$ cat src/hdl/pps_pkg.sv
// ----------------------------------------------------------------------------
// pps_pkg
// shared types, command codes and state encodings for the particle pool
// ----------------------------------------------------------------------------
package pps_pkg;

    localparam int POOL_SIZE_DEF = 1024;

    localparam logic [1:0] CMD_SPAWN  = 2'd0;
    localparam logic [1:0] CMD_TICK   = 2'd1;
    localparam logic [1:0] CMD_READ   = 2'd2;
    localparam logic [1:0] CMD_UNUSED = 2'd3;

    typedef enum logic [1:0] {
        OP_SPAWN,
        OP_TICK,
        OP_READ,
        OP_NONE
    } op_t;

    typedef enum logic [2:0] {
        ST_CLEAR,
        ST_IDLE,
        ST_SPAWN,
        ST_READ,
        ST_TICK
    } back_state_t;

    typedef struct packed {
        logic [1:0]         cmd;
        logic [9:0]         slot_index;
        logic signed [31:0] pos_x;
        logic signed [31:0] pos_y;
        logic signed [31:0] pos_z;
        logic signed [31:0] vel_x;
        logic signed [31:0] vel_y;
        logic signed [31:0] vel_z;
        logic [30:0]        drag_rate;
        logic [30:0]        lifetime;
        logic [16:0]        time_step;
    } cmd_item_t;

    typedef struct packed {
        logic [9:0]         slot_out;
        logic               is_active;
        logic signed [31:0] out_pos_x;
        logic signed [31:0] out_pos_y;
        logic signed [31:0] out_pos_z;
        logic signed [31:0] out_vel_x;
        logic signed [31:0] out_vel_y;
        logic signed [31:0] out_vel_z;
        logic signed [31:0] life_left;
        logic [10:0]        active_count;
    } res_item_t;

    // queue entry: classified operation plus the item
    typedef struct packed {
        op_t       op;
        cmd_item_t item;
    } entry_t;

    // one pool slot as stored in the slot memory
    typedef struct packed {
        logic            active;
        logic [2:0][31:0] pos;
        logic [2:0][31:0] vel;
        logic [30:0]     drag;
        logic [31:0]     life;
    } row_t;

    // front to back
    typedef struct packed {
        logic head_valid;
        logic full;
    } front_stat_t;

    // back to front
    typedef struct packed {
        logic pop;
        logic clearing;
    } back_ctl_t;

endpackage

$ cat src/hdl/pps_front.sv
// ----------------------------------------------------------------------------
// pps_front
// accepts items, classifies the command and holds them in a two-entry queue
// ----------------------------------------------------------------------------
module pps_front
    import pps_pkg::*;
(
    input  logic        clk,
    input  logic        rst_n,
    input  logic        cmd_valid,
    output logic        cmd_stall,
    input  cmd_item_t   cmd_item,
    input  back_ctl_t   bctl,
    output front_stat_t fstat,
    output entry_t      head
);

    entry_t     q_mem_reg [2];
    logic       wr_ptr_reg, wr_ptr_next;
    logic       rd_ptr_reg, rd_ptr_next;
    logic [1:0] count_reg, count_next;
    logic       accept;
    logic       pop;
    entry_t     new_entry;

    always_comb
    begin
        new_entry.item = cmd_item;
        unique case (cmd_item.cmd)
            CMD_SPAWN: new_entry.op = OP_SPAWN;
            CMD_TICK:  new_entry.op = OP_TICK;
            CMD_READ:  new_entry.op = OP_READ;
            default:   new_entry.op = OP_NONE;
        endcase
    end

    assign cmd_stall = (count_reg == 2'd2) || bctl.clearing;
    assign accept    = cmd_valid && !cmd_stall;
    assign pop       = bctl.pop && (count_reg != 2'd0);

    always_comb
    begin
        wr_ptr_next = accept ? !wr_ptr_reg : wr_ptr_reg;
        rd_ptr_next = pop ? !rd_ptr_reg : rd_ptr_reg;
        count_next  = count_reg + 2'(accept) - 2'(pop);
    end

    always_ff @(posedge clk or negedge rst_n)
    begin
        if (!rst_n)
        begin
            wr_ptr_reg <= 1'b0;
            rd_ptr_reg <= 1'b0;
            count_reg  <= 2'd0;
        end
        else
        begin
            wr_ptr_reg <= wr_ptr_next;
            rd_ptr_reg <= rd_ptr_next;
            count_reg  <= count_next;
        end
    end

    always_ff @(posedge clk)
    begin
        if (accept)
        begin
            q_mem_reg[wr_ptr_reg] <= new_entry;
        end
    end

    assign head             = q_mem_reg[rd_ptr_reg];
    assign fstat.head_valid = (count_reg != 2'd0);
    assign fstat.full       = (count_reg == 2'd2);

endmodule

$ cat config.mk
export PLATFORM = sky130hd
export DESIGN_NAME = pps_front
export DESIGN_NICKNAME = d
export VERILOG_FILES = /design/src/hdl/pps_pkg.sv /design/src/hdl/pps_front.sv
export SDC_FILE = /design/constraint.sdc
export NUM_CORES = 1
export LEC_CHECK = 0
export ABC_AREA = 1
export BUFFER_PORTS_ARGS = -buffer_cell sky130_fd_sc_hd__buf_2
export CORE_AREA = 2 2 221 223
export CTS_CLUSTER_DIAMETER = 40
export DETAILED_ROUTE_END_ITERATION = 10
export DIE_AREA = 0 0 223 225
export GPL_TIMING_DRIVEN = 1
export PLACE_DENSITY = 0.69
export SLEW_MARGIN = 20
export SYNTH_ARGS = -nofsm -noshare
export SYNTH_HDL_FRONTEND = slang
export SYNTH_SLANG_ARGS = --single-unit
$ cat constraint.sdc
create_clock -name clk -period 32 [get_ports clk]
set_input_delay 1.6 -clock clk [delete_from_list [all_inputs] [get_ports clk]]
set_output_delay 1.6 -clock clk [all_outputs]
set_load 0.01 [all_outputs]
; ---- Word level (Yosys, flattened, before mapping)
; Memories as Yosys holds them, arrays and structs flattened.
; Index checks and enable logic that the tools add are counted.
; Widths: inputs -> output; s select.
[classes]
addsub = 2
multipliers = 0
div = 0
order_cmp = 0
n_eq_ne = 3
shifts = 0
n_mux = 3
n_bitwise = 0
n_reduce_logical = 8
[ops]
columns = op, n
row1 = $pmux 2 s3, 1
row2 = $eq 2x2->1 const B, 2
row3 = $logic_not 1->1, 3
row4 = $add 2x1->2, 1
row5 = $eq 2x1->1 const B, 1
row6 = $logic_and 1x1->1, 2
row7 = $logic_not 2->1, 1
row8 = $mux 1, 2
row9 = $reduce_bool 2->1, 1
row10 = $sub 2x1->2, 1
row11 = $logic_or 1x1->1, 1
[totals]
regBits = 4
latch_bits = 0
ram_bits = 570
romBits = 0
out_inout_bits = 288
memories = 1
[memory_table]
columns = memory, depth, word_bits, read_ports, rd_ports_with_merged_regs, wr, line_no
row1 = q_mem_reg, 2, 285, 1, 0, 1, pps_front.sv:18  ; entry_t q_mem_reg [2];

; ---- Depth between registers and ports, before layout
[depth]
depth_word = 6
depth_mapped = 10

; ---- Worst setup path after synthesis
; Ideal clock, no wire load.
[synth_path]
path_kind = input port to flip-flop
start = input port bctl[0] (netlist name)
end = memory q_mem_reg[1][0] (netlist name) (enable)
t_arrival_ns = 13.600
required_ns = 31.063
setup_slack_ns = 17.463
path_stages = 3
n_path_buf = 0
cell_sequence = inv_1 > nand3_1 > nor2_1
[synth_between]
elab_chain_cells = 5
[synth_rtl]
columns = item, line_no
row1 = start: declaration, pps_front.sv:13  ; input back_ctl_t bctl,
row2 = $logic_or 1x1->1, pps_front.sv:37  ; assign cmd_stall = (count_reg == 2'd2) || bctl.clearing;
row3 = $logic_not 1->1, pps_front.sv:38  ; assign accept = cmd_valid && !cmd_stall;
row4 = $logic_and 1x1->1, pps_front.sv:38
row5 = $mux 1, pps_front.sv:66  ; if (accept)
row6 = $mux 1 (implied by the code), pps_front.sv:68  ; q_mem_reg[wr_ptr_reg] <= new_entry;
row7 = end: declaration, pps_front.sv:18
; No other way between the ends.

; ---- Worst setup path in the final report
[layout_path]
start = input port bctl[0] (netlist name)
end = memory q_mem_reg[1][70] (netlist name) (enable)
; Same word-level chain as after synthesis.

==> results.rst <==
.. list-table::
   :header-rows: 1

   * - Metric
     - Value
   * - Status
     - finished, final reports clean
   * - Buffer cell driving the clock tree root
     - sky130_fd_sc_hd__clkbuf_16
   * - Post-cts resize count
     - 0
   * - Area added between synthesis and finish
     - 28.7%
   * - Critical Path RT
     - 32.21 ns
   * - Number of buffers added on ports
     - between 500 and 600
   * - Worst-case setup margin in the final layout
     - 26.84 ns
   * - Total die area
     - 50,200 um^2
   * - Number of remaining DRC errors
     - 0
   * - Register area
     - 17,200 um^2
   * - Post-route setup TNS
     - 0 ns
   * - Clk slew on worst S/H paths
     - about 0.05 ns
   * - Grt ovf
     - 0
   * - Switching Fraction
     - 0.325
   * - Sequential area share after synthesis
     - 0.819
   * - Post-DRT Antenna Nets
     - 0
   * - Total design power
     - 2.49 mW
   * - Via count of the first global-routing pass
     - 13,400
   * - Post-synthesis instance area
     - 21,000 um^2
   * - Logic gate share of total power
     - 0.260
   * - Number of vias per cell after detailed routing
     - 4.81
   * - Global placer's final weighted congestion
     - 0.817
   * - Number of hold-repair buffers added at the cts stage
     - 0
   * - Max reg flops
     - 570
   * - Sum of net half-perimeters after detailed placement
     - 33.5 mm
   * - Vert. Die Dim
     - roughly 230 um
   * - Final Critical Period
     - 5.16 ns
   * - Critical path startpoint category
     - primary input
   * - Instance count of the mapped netlist
     - ~1,500
   * - Standby leakage power
     - about 12 nW
   * - Detailed-routing iteration count for the pre-antenna-repair pass
     - 5
   * - Clock tree from TritonCTS
     - yes
   * - Total Nets Final
     - 2,417
   * - Overall fraction of global-route tracks in use
     - 0.201
   * - Fmax achieved
     - 0.194 GHz
   * - Number of hold-slack violations in the final timing report
     - 0
   * - Part of the power in the clock network
     - 0.352
   * - IR drop worst, VDD
     - 0.0910 mV
   * - Slew margin rel.
     - 0.273
   * - Number of buffers added by the clock tree synthesis step
     - 79
   * - Filler cells
     - around 3,800
   * - Actual transition at the worst max-transition pin
     - 1.09 ns
   * - H-tree depth
     - 3
   * - Count of cell types in the netlist
     - 13
   * - Setup slack at placement
     - ~26 ns
   * - Number of pins exceeding their max-slew limit in the final report
     - 0
   * - Final std cells w/o fill
     - between 2,000 and 3,000
   * - Standard-cell rows
     - 80
   * - Post-detailed-route wirelength per cell
     - ~19 um
   * - Layout Cell Area excl Fill
     - 27,100 um^2
   * - Setup-failing EPs final
     - 0
   * - Total core area
     - approximately 48,000 um^2
   * - Worst setup path class
     - primary input to flip-flop
   * - Number of antenna violations at the first check in global routing
     - 20
   * - Part of the cycle the worst path needs
     - 0.161
   * - Part of the power in registers
     - 0.389
   * - Vias after detailed routing
     - 13,500
   * - Cell internal pwr
     - around 1.7 mW
   * - Highest fanout seen on the critical path
     - 76
   * - Power per Cell Area
     - 91.9 nW/um^2
   * - RSZ-0062 raised after global routing
     - no
   * - Placed Instance Area
     - 24,300 um^2
   * - Area of combinational cells with multiple inputs
     - between 3000 and 4000 um^2
   * - Maximum number of pins on one net before global-route repair
     - about 130
   * - Syn nets
     - 1,815
   * - Synthesis warning total
     - 0
   * - Initial detailed-routing violation count
     - 1,085
   * - Net load switching power
     - 0.807 mW
   * - Hold Path Class
     - flip-flop to flip-flop
   * - Clk_lat worst skew
     - 0.60 ns
   * - Starting utilization of the core area
     - 0.442
   * - DIE WIDTH
     - around 220 um
   * - Count of pins on the block boundary
     - approximately 580
   * - Post-synthesis average cell area
     - 13.8 um^2
   * - Maximum number of buffers from clock root to sink
     - 3
   * - Total of flip-flops plus latches after synthesis
     - around 570
   * - Global-route wire length before repair
     - 76.3 mm
   * - TritonCTS sink count
     - 574
   * - Cell total after placement
     - ~2,700
   * - Critical path data arrival time
     - about 5.4 ns
   * - Clock skew
     - 0.0294 ns
   * - Overall routed net length
     - 52.1 mm
   * - Worst Setup End Kind
     - flip-flop
   * - Share of final-layout standard cells stronger than drive strength 1
     - 0.329
   * - Maxcap violations
     - 0
   * - Number of setup buffers added after CTS
     - 0
[worst max-delay path, cell delays in order]
cell and delay, ns:
sky130_fd_sc_hd__buf_2 0.09, sky130_fd_sc_hd__inv_1 0.09, sky130_fd_sc_hd__nand3_1 0.25, sky130_fd_sc_hd__nor2_4 0.79, sky130_fd_sc_hd__buf_4 0.67, sky130_fd_sc_hd__buf_4 0.76, sky130_fd_sc_hd__buf_4 0.89
[layer usage]
metal,global-route usage,wire (um),up-vias
met5,0,117,-
li1,-,-,6399
met3,0.0726,5110,116
met1,0.236,19500,6412
met2,0.341,25900,600
met4,0.0784,1470,20
[power by group through the flow]
stage	clock network (mW)	logic, mW	registers, mW
after CTS	0.890	0.655	0.967
after global routing	0.921	0.714	0.974
after global placement	0	0.645	0.977
after floorplan	0	0.394	0.999
final	0.874	0.645	0.966
after detailed placement	0	0.651	0.981
[worst paths after layout]
kind,startpoint,to,slack (ns),cells after the start
worst min register to register,count_reg[0]$_DFF_PN0_,count_reg[0]$_DFF_PN0_,0.51,1
min in group asynchronous,rst_n,wr_ptr_reg$_DFFE_PN0P_,0.82,1
worst max-delay path,bctl[0],q_mem_reg[1][70]$_DFFE_PP_,26.84,7
max in group asynchronous,rst_n,rd_ptr_reg$_DFFE_PN0P_,31.00,1
worst max register to register,count_reg[1]$_DFF_PN0_,q_mem_reg[1][70]$_DFFE_PP_,27.39,6
worst min-delay path,count_reg[0]$_DFF_PN0_,count_reg[0]$_DFF_PN0_,0.51,1
[metrics by stage]
stage,utilization,hold slack [ns]
3_5_place_dp,0.512,0.459
3_3_place_gp,0.512,0.459
4_1_cts,0.569,0.509
6_report,0.569,0.506
5_1_grt,0.569,0.541
2_1_floorplan,-,0.442
[cell families (layout without fill, tap and decap cells)]
| logic type | count (synthesis) | in the layout | synth area share |
|---|---|---|---|
| flops | 574 | 574 | 0.819 |
| fa+ha+maj | 2 | 2 | 0.00119 |
| other cells | 0 | 9 | 0 |
| simple gates | 873 | 873 | 0.156 |
| buf+inv | 76 | 742 | 0.0232 |
[synthesized netlist by cell type (all sizes together)]
cell,n,area (um^2)
ha,2,25.0
edfxtp,570,17100
buf,62,433
nor2,1,3.75
inv,11,43.8
clkbuf,3,11.3
nand3,3,15.0
nand4,1,6.26
nand2,868,3260
dfrtp,4,100
[cells in the final DEF, fill, tap and decap left out, drive strengths merged]
| master | n |
|---|---|
| buf | 586 |
| bufinv | 7 |
| clkbuf | 92 |
| clkinv | 30 |
| clkinvlp | 4 |
| dfrtp | 4 |
| diode | 9 |
| edfxtp | 570 |
| ha | 2 |
| inv | 23 |
| nand2 | 868 |
| nand3 | 3 |
| nand4 | 1 |
| nor2 | 1 |
[cell type report]
class,instances,share of cell area
clock inverters,53,0.0210
clock buffers,92,0.0792
multi-input cells,875,0.123
well taps,615,0.0284
flip-flops and latches,574,0.637
inverters,11,0.00208
diodes,9,0.000832
repair buffers,586,0.109
(Power assumes the default switching activity.)
